[config.mk]
export PLATFORM = sky130hd
export DESIGN_NAME = solar_hijri_day_difference_top
export DESIGN_NICKNAME = d
export VERILOG_FILES = /design/src/design/shd_pkg.sv /design/src/design/shd_step.sv /design/src/design/solar_hijri_day_difference_top.sv
export SDC_FILE = /design/constraint.sdc
export NUM_CORES = 1
export LEC_CHECK = 0
export CORE_ASPECT_RATIO = 1.5
export CORE_MARGIN = 2
export CORE_UTILIZATION = 65
export CTS_CLUSTER_SIZE = 30
export DETAILED_ROUTE_END_ITERATION = 7
export DONT_BUFFER_PORTS = 1
export GPL_TIMING_DRIVEN = 0
export PLACE_DENSITY = 0.81
export SYNTH_ARGS = -nofsm -noshare
export SYNTH_HDL_FRONTEND = slang
export SYNTH_SLANG_ARGS = --single-unit
[constraint.sdc]
create_clock -name clk -period 10.6 [get_ports clk]
set_input_delay 2.12 -clock clk [delete_from_list [all_inputs] [get_ports clk]]
set_output_delay 2.12 -clock clk [all_outputs]
set_load 0.1 [all_outputs]
[src/design/shd_pkg.sv]
// shared types, constants and calendar functions for the solar hijri day difference block
// no dependencies

package shd_pkg;

  localparam int YEAR_BITS_DEF = 12;
  localparam int YEAR_MAX_BITS = 16;
  localparam int DAY_BITS      = 5;
  localparam int MONTH_BITS    = 4;
  localparam int RES_BITS      = 6;
  localparam int COUNT_BITS    = 21;
  localparam int ORDER_BITS    = 2;

  localparam logic [RES_BITS-1:0]   RES_LAST  = RES_BITS'(32);
  localparam logic [MONTH_BITS-1:0] MONTH_LAST = MONTH_BITS'(12);

  localparam logic [ORDER_BITS-1:0] ORD_EQUAL         = 2'd0;
  localparam logic [ORDER_BITS-1:0] ORD_FIRST_LATER   = 2'd1;
  localparam logic [ORDER_BITS-1:0] ORD_FIRST_EARLIER = 2'd2;

  typedef logic [DAY_BITS-1:0]   day_t;
  typedef logic [MONTH_BITS-1:0] month_t;
  typedef logic [RES_BITS-1:0]   res_t;
  typedef logic [COUNT_BITS-1:0] count_t;

  // year mod 33, using 32 = -1 mod 33 on 5-bit chunks
  function automatic res_t year_mod33(input logic [YEAR_MAX_BITS-1:0] y);
    logic [7:0] s;
    s = 8'(y[4:0]) + 8'(y[14:10]) + 8'd66 - 8'(y[9:5]) - 8'(y[15]);
    if (s >= 8'd66) s = s - 8'd66;
    if (s >= 8'd33) s = s - 8'd33;
    return res_t'(s);
  endfunction

  function automatic logic is_leap(input res_t r);
    return (r == 6'd1) || (r == 6'd5) || (r == 6'd9) || (r == 6'd13) ||
           (r == 6'd17) || (r == 6'd22) || (r == 6'd26) || (r == 6'd30);
  endfunction

  function automatic day_t month_len(input month_t m, input logic leap);
    day_t len;
    if (m < 4'd7) len = 5'd31;
    else if (m < 4'd12) len = 5'd30;
    else len = leap ? 5'd30 : 5'd29;
    return len;
  endfunction

  function automatic logic date_ok(input day_t d, input month_t m, input res_t r);
    return (m >= 4'd1) && (m <= MONTH_LAST) && (d >= 5'd1) &&
           (d <= month_len(m, is_leap(r)));
  endfunction

endpackage

[src/design/shd_step.sv]
// one-day increment unit shared by every step of the date walk
// depends on shd_pkg

module shd_step import shd_pkg::*; #(
  parameter int YEAR_BITS = YEAR_BITS_DEF
) (
  input  day_t                 cur_day,
  input  month_t               cur_month,
  input  logic [YEAR_BITS-1:0] cur_year,
  input  res_t                 cur_res,
  output day_t                 nxt_day,
  output month_t               nxt_month,
  output logic [YEAR_BITS-1:0] nxt_year,
  output res_t                 nxt_res
);

  logic month_end;

  assign month_end = (cur_day == month_len(cur_month, is_leap(cur_res)));

  always_comb begin
    nxt_day   = cur_day + 5'd1;
    nxt_month = cur_month;
    nxt_year  = cur_year;
    nxt_res   = cur_res;
    if (month_end) begin
      nxt_day = 5'd1;
      if (cur_month == MONTH_LAST) begin
        nxt_month = 4'd1;
        nxt_year  = cur_year + YEAR_BITS'(1);
        nxt_res   = (cur_res == RES_LAST) ? '0 : cur_res + 6'd1;
      end else begin
        nxt_month = cur_month + 4'd1;
      end
    end
  end

endmodule

[src/design/solar_hijri_day_difference_top.sv]
// solar hijri day difference: validates two dates, then walks the earlier one day by day
// depends on shd_pkg and shd_step
// equal or invalid dates are answered from the check state with no walk; otherwise the walk
// advances one day per cycle in shd_step; one item at a time, busy high until the result
// strobe cycle
// reset: rst_n synchronous active low, returns to idle with no strobe; receiver cannot stall

module solar_hijri_day_difference_top import shd_pkg::*; #(
  parameter int YEAR_BITS = YEAR_BITS_DEF
) (
  input  logic                  clk,
  input  logic                  rst_n,
  input  logic                  start,
  output logic                  busy,
  input  day_t                  in_first_day,
  input  month_t                in_first_month,
  input  logic [YEAR_BITS-1:0]  in_first_year,
  input  day_t                  in_second_day,
  input  month_t                in_second_month,
  input  logic [YEAR_BITS-1:0]  in_second_year,
  output logic                  out_valid,
  output count_t                out_day_count,
  output logic [ORDER_BITS-1:0] out_order,
  output logic                  out_date_error
);

  localparam logic [1:0] S_IDLE  = 2'd0;
  localparam logic [1:0] S_CHECK = 2'd1;
  localparam logic [1:0] S_WALK  = 2'd2;

  logic [1:0] state_r, state_nxt;

  day_t                 d1_r, d2_r;
  month_t               m1_r, m2_r;
  logic [YEAR_BITS-1:0] y1_r, y2_r;

  day_t                 cur_d_r, cur_d_nxt, tgt_d_r, tgt_d_nxt;
  month_t               cur_m_r, cur_m_nxt, tgt_m_r, tgt_m_nxt;
  logic [YEAR_BITS-1:0] cur_y_r, cur_y_nxt, tgt_y_r, tgt_y_nxt;
  res_t                 cur_res_r, cur_res_nxt;
  count_t               cnt_r, cnt_nxt;

  logic                  out_valid_r, out_valid_nxt;
  count_t                out_cnt_r, out_cnt_nxt;
  logic [ORDER_BITS-1:0] out_ord_r, out_ord_nxt;
  logic                  out_err_r, out_err_nxt;

  res_t                 res1, res2;
  logic                 ok1, ok2, first_later, same;
  day_t                 stp_d;
  month_t               stp_m;
  logic [YEAR_BITS-1:0] stp_y;
  res_t                 stp_res;
  logic                 at_tgt;

  assign res1 = year_mod33(YEAR_MAX_BITS'(y1_r));
  assign res2 = year_mod33(YEAR_MAX_BITS'(y2_r));
  assign ok1  = date_ok(d1_r, m1_r, res1);
  assign ok2  = date_ok(d2_r, m2_r, res2);
  assign first_later = {y1_r, m1_r, d1_r} > {y2_r, m2_r, d2_r};
  assign same        = {y1_r, m1_r, d1_r} == {y2_r, m2_r, d2_r};
  assign at_tgt      = {cur_y_r, cur_m_r, cur_d_r} == {tgt_y_r, tgt_m_r, tgt_d_r};

  shd_step #(.YEAR_BITS(YEAR_BITS)) u_step (
    .cur_day   (cur_d_r),
    .cur_month (cur_m_r),
    .cur_year  (cur_y_r),
    .cur_res   (cur_res_r),
    .nxt_day   (stp_d),
    .nxt_month (stp_m),
    .nxt_year  (stp_y),
    .nxt_res   (stp_res)
  );

  always_comb begin
    state_nxt     = state_r;
    cur_d_nxt     = cur_d_r;
    cur_m_nxt     = cur_m_r;
    cur_y_nxt     = cur_y_r;
    cur_res_nxt   = cur_res_r;
    tgt_d_nxt     = tgt_d_r;
    tgt_m_nxt     = tgt_m_r;
    tgt_y_nxt     = tgt_y_r;
    cnt_nxt       = cnt_r;
    out_valid_nxt = 1'b0;
    out_cnt_nxt   = out_cnt_r;
    out_ord_nxt   = out_ord_r;
    out_err_nxt   = out_err_r;
    unique case (state_r)
      S_IDLE: begin
        if (start) state_nxt = S_CHECK;
      end
      S_CHECK: begin
        if (!(ok1 && ok2) || same) begin
          out_valid_nxt = 1'b1;
          out_cnt_nxt   = '0;
          out_ord_nxt   = ORD_EQUAL;
          out_err_nxt   = !(ok1 && ok2);
          state_nxt     = S_IDLE;
        end else begin
          cnt_nxt     = count_t'(1);
          out_ord_nxt = first_later ? ORD_FIRST_LATER : ORD_FIRST_EARLIER;
          out_err_nxt = 1'b0;
          if (first_later) begin
            cur_d_nxt = d2_r; cur_m_nxt = m2_r; cur_y_nxt = y2_r; cur_res_nxt = res2;
            tgt_d_nxt = d1_r; tgt_m_nxt = m1_r; tgt_y_nxt = y1_r;
          end else begin
            cur_d_nxt = d1_r; cur_m_nxt = m1_r; cur_y_nxt = y1_r; cur_res_nxt = res1;
            tgt_d_nxt = d2_r; tgt_m_nxt = m2_r; tgt_y_nxt = y2_r;
          end
          state_nxt = S_WALK;
        end
      end
      S_WALK: begin
        if (at_tgt) begin
          out_valid_nxt = 1'b1;
          out_cnt_nxt   = cnt_r;
          state_nxt     = S_IDLE;
        end else begin
          cur_d_nxt   = stp_d;
          cur_m_nxt   = stp_m;
          cur_y_nxt   = stp_y;
          cur_res_nxt = stp_res;
          cnt_nxt     = cnt_r + count_t'(1);
        end
      end
      default: state_nxt = S_IDLE;
    endcase
  end

  always_ff @(posedge clk) begin
    if (!rst_n) begin
      state_r     <= S_IDLE;
      out_valid_r <= 1'b0;
    end else begin
      state_r     <= state_nxt;
      out_valid_r <= out_valid_nxt;
    end
  end

  // input capture and walk datapath
  always_ff @(posedge clk) begin
    if (state_r == S_IDLE && start) begin
      d1_r <= in_first_day;
      m1_r <= in_first_month;
      y1_r <= in_first_year;
      d2_r <= in_second_day;
      m2_r <= in_second_month;
      y2_r <= in_second_year;
    end
    cur_d_r   <= cur_d_nxt;
    cur_m_r   <= cur_m_nxt;
    cur_y_r   <= cur_y_nxt;
    cur_res_r <= cur_res_nxt;
    tgt_d_r   <= tgt_d_nxt;
    tgt_m_r   <= tgt_m_nxt;
    tgt_y_r   <= tgt_y_nxt;
    cnt_r     <= cnt_nxt;
    out_cnt_r <= out_cnt_nxt;
    out_ord_r <= out_ord_nxt;
    out_err_r <= out_err_nxt;
  end

  assign busy           = (state_r != S_IDLE);
  assign out_valid      = out_valid_r;
  assign out_day_count  = out_cnt_r;
  assign out_order      = out_ord_r;
  assign out_date_error = out_err_r;

endmodule

; After elaboration in Yosys (flattened, before gate mapping)
; Cells that the tools add are included.
[word_totals]
reg_bits = 138
output_inout_bits = 26
wordCells = 186
[op_classes]
n_addsub = 15
magnitude_cmp = 19
eq_ne = 38
mux = 54
bitwise_logic = 1
n_reduce_logical = 40
[op_table]
columns = operator, count
row1 = 21-bit two-way mux, 4
row2 = 21-bit case mux with 2 select lines, 2
row3 = 6-bit by 5-bit == test with 1-bit output (second input constant), 12
row4 = 12-bit two-way mux, 6
row5 = 6-bit two-way mux, 8
row6 = 21-bit == test, 2
row7 = 6-bit by 4-bit == test with 1-bit output (second input constant), 6
row8 = 5-bit two-way mux, 7
row9 = 4-bit two-way mux, 6
row10 = 12-bit case mux with 2 select lines, 1
row11 = 1-bit logical OR, 22
row12 = 2-bit two-way mux, 11
row13 = 21-bit by 1-bit adder with 21-bit output (second input constant), 1
row14 = 21-bit greater-than comparator, 1
row15 = 6-bit by 1-bit == test with 1-bit output (second input constant), 3
row16 = 6-bit by 3-bit == test with 1-bit output (second input constant), 3
row17 = 6-bit by 7-bit adder with 8-bit output (second input constant), 2
row18 = 8-bit by 6-bit greater-or-equal comparator with 1-bit output (second input constant), 2
row19 = 8-bit by 7-bit greater-or-equal comparator with 1-bit output (second input constant), 2
row20 = 8-bit two-way mux, 2
row21 = 8-bit by 5-bit subtractor with 8-bit output, 2
row22 = 8-bit by 7-bit subtractor with 8-bit output (second input constant), 2
row23 = 12-bit by 1-bit adder with 12-bit output (second input constant), 1
row24 = 5-bit by 2-bit adder with 6-bit output, 2
row25 = other kinds (32), 57

; Depth between registers and ports, before layout
[depth]
depth_word = 25
ltp_mapped = 32
mapped_depth_nobuf = 32

; Hierarchy
; From an unflattened synthesis, not the netlist that was laid out.
[unflattened]
cells_unflattened = 895
hier_area_um2 = 9321.4
[by_module_without_submodules]
columns = module, instances, cells_per_inst, area_per_inst_um2
row1 = solar_hijri_day_difference_top, 1, 794, 8602.0
row2 = shd_step, 1, 101, 719.4

; Worst setup path before layout
; OpenSTA, ideal clock, no wires.
[synth_path]
path_type = reg-to-reg
startpoint = register y2_r[1]
endpoint = register cur_res_r[0] (enable)
arrival_time_ps = 7583
required_time_ps = 10179
setup_slack_ps = 2596
stages_incl_launch_ff = 33
cell_sequence = edfxtp_1 -> inv_1 -> ha_1 -> fa_1 -> inv_1 -> ha_1 -> fa_1 -> xor2_2 -> a211o_1 -> a21oi_1 -> a21oi_2 -> nor2_1 -> xnor2_1 -> ha_1 -> inv_1 -> nor4_1 -> o21ai_1 -> nor4_1 -> a211oi_1 -> a211o_1 -> o22ai_2 -> a211oi_2 -> ha_1 -> nor2b_1 -> o2111ai_1 -> a21oi_1 -> nor4_1 -> nand3_1 -> nand2b_1 -> nand2_1 -> o21ai_0 -> a21o_1 -> a211oi_1
[synth_via]
elab_chain_cells = 25
elab_cells_between_ends = 35
classes_between = 5 x add/sub / 3 x order compare / 10 x eq/ne / 5 x mux / 12 x reduce/logical
[synth_rtl]
columns = element, line_no
row1 = "start, declared", solar_hijri_day_difference_top.sv:35  ; logic [YEAR_BITS-1:0] y1_r, y2_r;
row2 = "start signal, assigned", solar_hijri_day_difference_top.sv:149  ; y2_r <= in_second_year;
row3 = 5-bit by 2-bit adder with 6-bit output, shd_pkg.sv:29  ; s = 8'(y[4:0]) + 8'(y[14:10]) + 8'd66 - 8'(y[9:5]) - 8'(y[15]);
row4 = 6-bit by 7-bit adder with 8-bit output, shd_pkg.sv:29
row5 = 8-bit by 5-bit subtractor with 8-bit output, shd_pkg.sv:29
row6 = 8-bit by 7-bit subtractor with 8-bit output or 8-bit by 7-bit greater-or-equal comparator with 1-bit output (tied branches), shd_pkg.sv:30  ; if (s >= 8'd66) s = s - 8'd66;
row7 = 8-bit two-way mux, shd_pkg.sv:30
row8 = 8-bit by 6-bit greater-or-equal comparator with 1-bit output or 6-bit subtractor (tied branches), shd_pkg.sv:31  ; if (s >= 8'd33) s = s - 8'd33;
row9 = 6-bit two-way mux, shd_pkg.sv:31
row10 = 6-bit by 1-bit == test with 1-bit output or 6-bit by 3-bit == test with 1-bit output (tied branches), shd_pkg.sv:36  ; return (r == 6'd1) || (r == 6'd5) || (r == 6'd9) || (r == 6'd13) ||
row11 = (+9 left out), -
row12 = 2-bit two-way mux, shd_pkg.sv:42  ; if (m < 4'd7) len = 5'd31;
row13 = 5-bit <= comparator, shd_pkg.sv:50  ; (d <= month_len(m, is_leap(r)));
row14 = 1-bit logical AND, shd_pkg.sv:49  ; return (m >= 4'd1) && (m <= MONTH_LAST) && (d >= 5'd1) &&
row15 = 1-bit logical AND, solar_hijri_day_difference_top.sv:94  ; if (!(ok1 && ok2) || same) begin
row16 = 1-bit zero test, solar_hijri_day_difference_top.sv:94
row17 = 1-bit logical OR *, solar_hijri_day_difference_top.sv:94
row18 = 2-bit != test (no source line) *, -
row19 = 5-bit AND reduction (no source line) *, -
row20 = "end signal, assigned", solar_hijri_day_difference_top.sv:154  ; cur_res_r <= cur_res_nxt;
row21 = "end, declared", solar_hijri_day_difference_top.sv:40  ; res_t cur_res_r, cur_res_nxt;
; Mark *: on every way between the ends. The rest lies on a longest branch, timed or not.
; A chain may end at the register's enable or synchronous reset.

; Worst setup path after layout
[layout_path]
startpoint = register y2_r[1]
endpoint = register cur_y_r[4] (enable)
[layout_via]
elab_chain_cells = 25
elab_cells_between_ends = 35
classes_between = 5 x add/sub / 3 x order compare / 10 x eq/ne / 5 x mux / 12 x reduce/logical
[layout_rtl]
columns = element, line_no
row1 = 5-bit by 2-bit adder with 6-bit output, shd_pkg.sv:29
row2 = 6-bit by 7-bit adder with 8-bit output, shd_pkg.sv:29
row3 = 8-bit by 5-bit subtractor with 8-bit output, shd_pkg.sv:29
row4 = 8-bit by 7-bit subtractor with 8-bit output or 8-bit by 7-bit greater-or-equal comparator with 1-bit output (tied branches), shd_pkg.sv:30
row5 = 8-bit two-way mux, shd_pkg.sv:30
row6 = 8-bit by 6-bit greater-or-equal comparator with 1-bit output or 6-bit subtractor (tied branches), shd_pkg.sv:31
row7 = 6-bit two-way mux, shd_pkg.sv:31
row8 = 6-bit by 1-bit == test with 1-bit output or 6-bit by 3-bit == test with 1-bit output (tied branches), shd_pkg.sv:36
row9 = (+9 left out), -
row10 = 2-bit two-way mux, shd_pkg.sv:42
row11 = 5-bit <= comparator, shd_pkg.sv:50
row12 = 1-bit logical AND, shd_pkg.sv:49
row13 = 1-bit logical AND, solar_hijri_day_difference_top.sv:94
row14 = 1-bit zero test, solar_hijri_day_difference_top.sv:94
row15 = 1-bit logical OR *, solar_hijri_day_difference_top.sv:94
row16 = 2-bit != test (no source line) *, -
row17 = 5-bit AND reduction (no source line) *, -
row18 = "end signal, assigned", solar_hijri_day_difference_top.sv:153  ; cur_y_r <= cur_y_nxt;
row19 = "end, declared", solar_hijri_day_difference_top.sv:39  ; logic [YEAR_BITS-1:0] cur_y_r, cur_y_nxt, tgt_y_r, tgt_y_nxt;
; Marked as above.

==> impl_metrics.json <==
{
  "crit_type": "reg2reg",
  "inserted_clock_buffers": 17,
  "met2_usage_in_global_routing": 0.5166,
  "setup-violations-final": 0,
  "asyncSetResetFlopFracSynth": 0,
  "fp.dieArea_sq_um": 15140,
  "postSynthRegisterBits": 138,
  "count_of_nets_after_finishing": 1034,
  "syn-mean-instance-area_sq_um": 10.35,
  "cp_top_family": "compound AO/OA/AOI/OAI gates",
  "post_route_cells_drive_above_1_share": 0.09751,
  "post_synth_inst_count": 889,
  "clk_latency_ps": 420,
  "final_max_slew_viol_count": 0,
  "viasPerCell": 6.362,
  "max_freq_ghz": 0.1153,
  "clkSinkCount": 138,
  "fin_setup_tns_ps": 0,
  "clock-root-buffer": "clkbuf_16",
  "drtPass1Iterations": 6,
  "hold_viol_final": 0,
  "layout-area-overhead-vs-synth_pct": 9.604,
  "cts_tree": "built",
  "worstSetupEndpointType": "flip-flop",
  "cp_max_fo": 18,
  "postcts_setup_bufs": 0,
  "syn_area_sq_um": 9198,
  "power.density_nw_per_um2": 239.0,
  "post-route-min-period_ps": 8670,
  "groute.layer.met1.usage": 0.3393,
  "relSlewSlack": 0.2968,
  "critical_path_buf_inv_count": 2,
  "drt-initial-drc-count": 550,
  "max_stage_delay_ps": 830,
  "crit_path_top_delay_cell": "a211oi_4",
  "worst_setup_path_start_kind": "flip-flop",
  "place.detailed.instances": 1056,
  "grt_setup_unrepaired": "no",
  "top_usage_layer": "met2",
  "timing.clock.skew_ps": 8.696,
  "post-route-period-util": 0.8179,
  "net_count_after_synthesis": 1013,
  "die_y_um": 149.7,
  "core_region_area_sq_um": 13930,
  "max-vdd-ir-drop_uv": 150.5,
  "worst_pin_slew_ps": 1054,
  "report.power.total_mw": 2.409,
  "yosysWarnings": 0,
  "synth_cell_types": 84,
  "grt_max_degree": 43,
  "dominantRegCellSynth": "edfxtp_1",
  "max-clock-path-buffers": 2,
  "initial_core_util": 0.6605,
  "cts.clk_slew.worst_paths_ps": 60,
  "drc": 0,
  "timing.hold.ws_ps": 541.5,
  "h_tree_depth": 4,
  "grt_pass1_wl_mm": 33.97,
  "crit_path_frequent_cell": "ha_1",
  "core.rowCount": 53,
  "globalplace.congestion": 0.9344,
  "via_count_of_the_first_global_routing_pass": 6865,
  "detailed_place_hpwl_mm": 15.78,
  "cts-resized-gates": 0,
  "worstHoldPathType": "reg2reg",
  "antenna_found_initial": 0,
  "cts.hold.buffers_added": 0,
  "fp.dieW_um": 101.1,
  "post_layout_nonfiller_instances": 1088,
  "antenna_violating_nets_post_route": 0,
  "grt.met3_usage": 0.04531,
  "route.vias.total": 6922,
  "layout_common_cells": "edfxtp_1 (135), ha_1 (73), nor2_1 (72), nand2_1 (72), inv_1 (66)",
  "synth_edf_count": 135,
  "n_antenna_cell": 0,
  "max-cap-violations": 0,
  "critPathArrivalTime_ps": 8710,
  "leakagePower_nw": 3.886,
  "mostFrequentLayoutCell": "edfxtp_1",
  "ys_seq_area_frac": 0.4473,
  "placement.io_buffers": 0,
  "cp_data_required_time_ps": 10640,
  "status": "finished clean",
  "grt_remaining_overflow": 0,
  "boundaryPins": 71,
  "gr-usage-all-layers": 0.2937,
  "avgRoutedWirePerCell_um": 19.56,
  "wl_mm": 21.28
}
[routing by layer]
layer	wire, um	part of all wire
met1	8171	0.38
met2	11000	0.52
met3	1025	0.048
met4	1083	0.051
met5	0	0
[area by class of cell]
class	count	area [sq um]
well taps	165	206.4
flip-flops and latches	138	4114
fillers	943	3845
repair buffers	2	35.03
plain buffers	25	95.09
inverters	67	251.5
clock buffers	18	429.2
multi-input cells	659	4756
clock inverters	14	193.9
[through the flow]
step	utilization	worst slack (ps)	area, sq um
after detailed placement	0.6792	2108	9458
after global routing	0.7239	1402	10080
final	0.7239	1930	10080
after floorplan	-	2596	9198
after global placement	0.6753	872.1	9404
after CTS	0.7239	2074	10080
[final timing paths]
| kind | start | to | slack [ps] | cells after the start |
|---|---|---|---|---|
| worst max-delay path | y2_r[1] | cur_y_r[4] | 1930 | 31 |
| worst min-delay path | state_r[0] | state_r[0] | 540 | 2 |
| worst max register to register | y2_r[1] | cur_y_r[4] | 1930 | 31 |
| worst min register to register | state_r[0] | state_r[0] | 540 | 2 |
[cells by family after synthesis]
kind of cell	Yosys count	synth area share
AO/OA/AOI/OAI	207	0.1562
flip-flops	138	0.4473
multiplexers	24	0.02830
XOR/XNOR	71	0.06924
AND/OR/NAND/NOR	278	0.1490
adder cells (fa/ha/maj)	79	0.1124
buffers and inverters	92	0.03768
[sequential cells by signal (all words and copies together), names as in the netlist, 4 cells and up]
register       count
m1_r               4
cur_res_r          6
cnt_r             21
tgt_d_r            5
m2_r               4
y2_r              12
y1_r              12
cur_d_r            5
d2_r               5
cur_m_r            4
tgt_y_r           12
out_day_count     21
d1_r               5
tgt_m_r            4
cur_y_r           12
[worst min-delay path, stage by stage, from the launching register on]
cell and delay (ps):
dfxtp_1 330, a21oi_1 120, a211oi_1 50
[power breakdown]
part / switching (mW) / total, mW / internal (mW)
Clock: 0.236 / 0.631 / 0.395
Sequential: 0.137 / 0.838 / 0.701
Combinational: 0.580 / 0.941 / 0.361
[cells in the mapped netlist (all sizes together), types with 4 or more instances]
library cell    n  area (sq um)
edfxtp        135          4054
nor2           75         284.0
ha             73         913.4
nand2          72         270.3
inv            66         247.7
a21oi          58         305.3
o21ai          55         294.0
xnor2          40         350.3
xor2           31         286.5
and2           27         171.4
nand3          26         130.1
clkbuf         24         90.09
nand4          21         131.4
a21o           17         130.1
mux2           16         180.2
nor3           15         85.08
a211oi         11         105.1
and3            9         58.80
o22ai           9         62.56
mux2i           8         80.08
a211o           7         61.31
nor4            7         43.79
fa              6         120.1
o21a            6         46.30
a22oi           4         30.03
a311oi          4         41.29
nand2b          4         25.02
nor2b           4         25.02
o211ai          4         30.03
o31a            4         45.05
No activity file was read; power rests on OpenSTA's default activity.
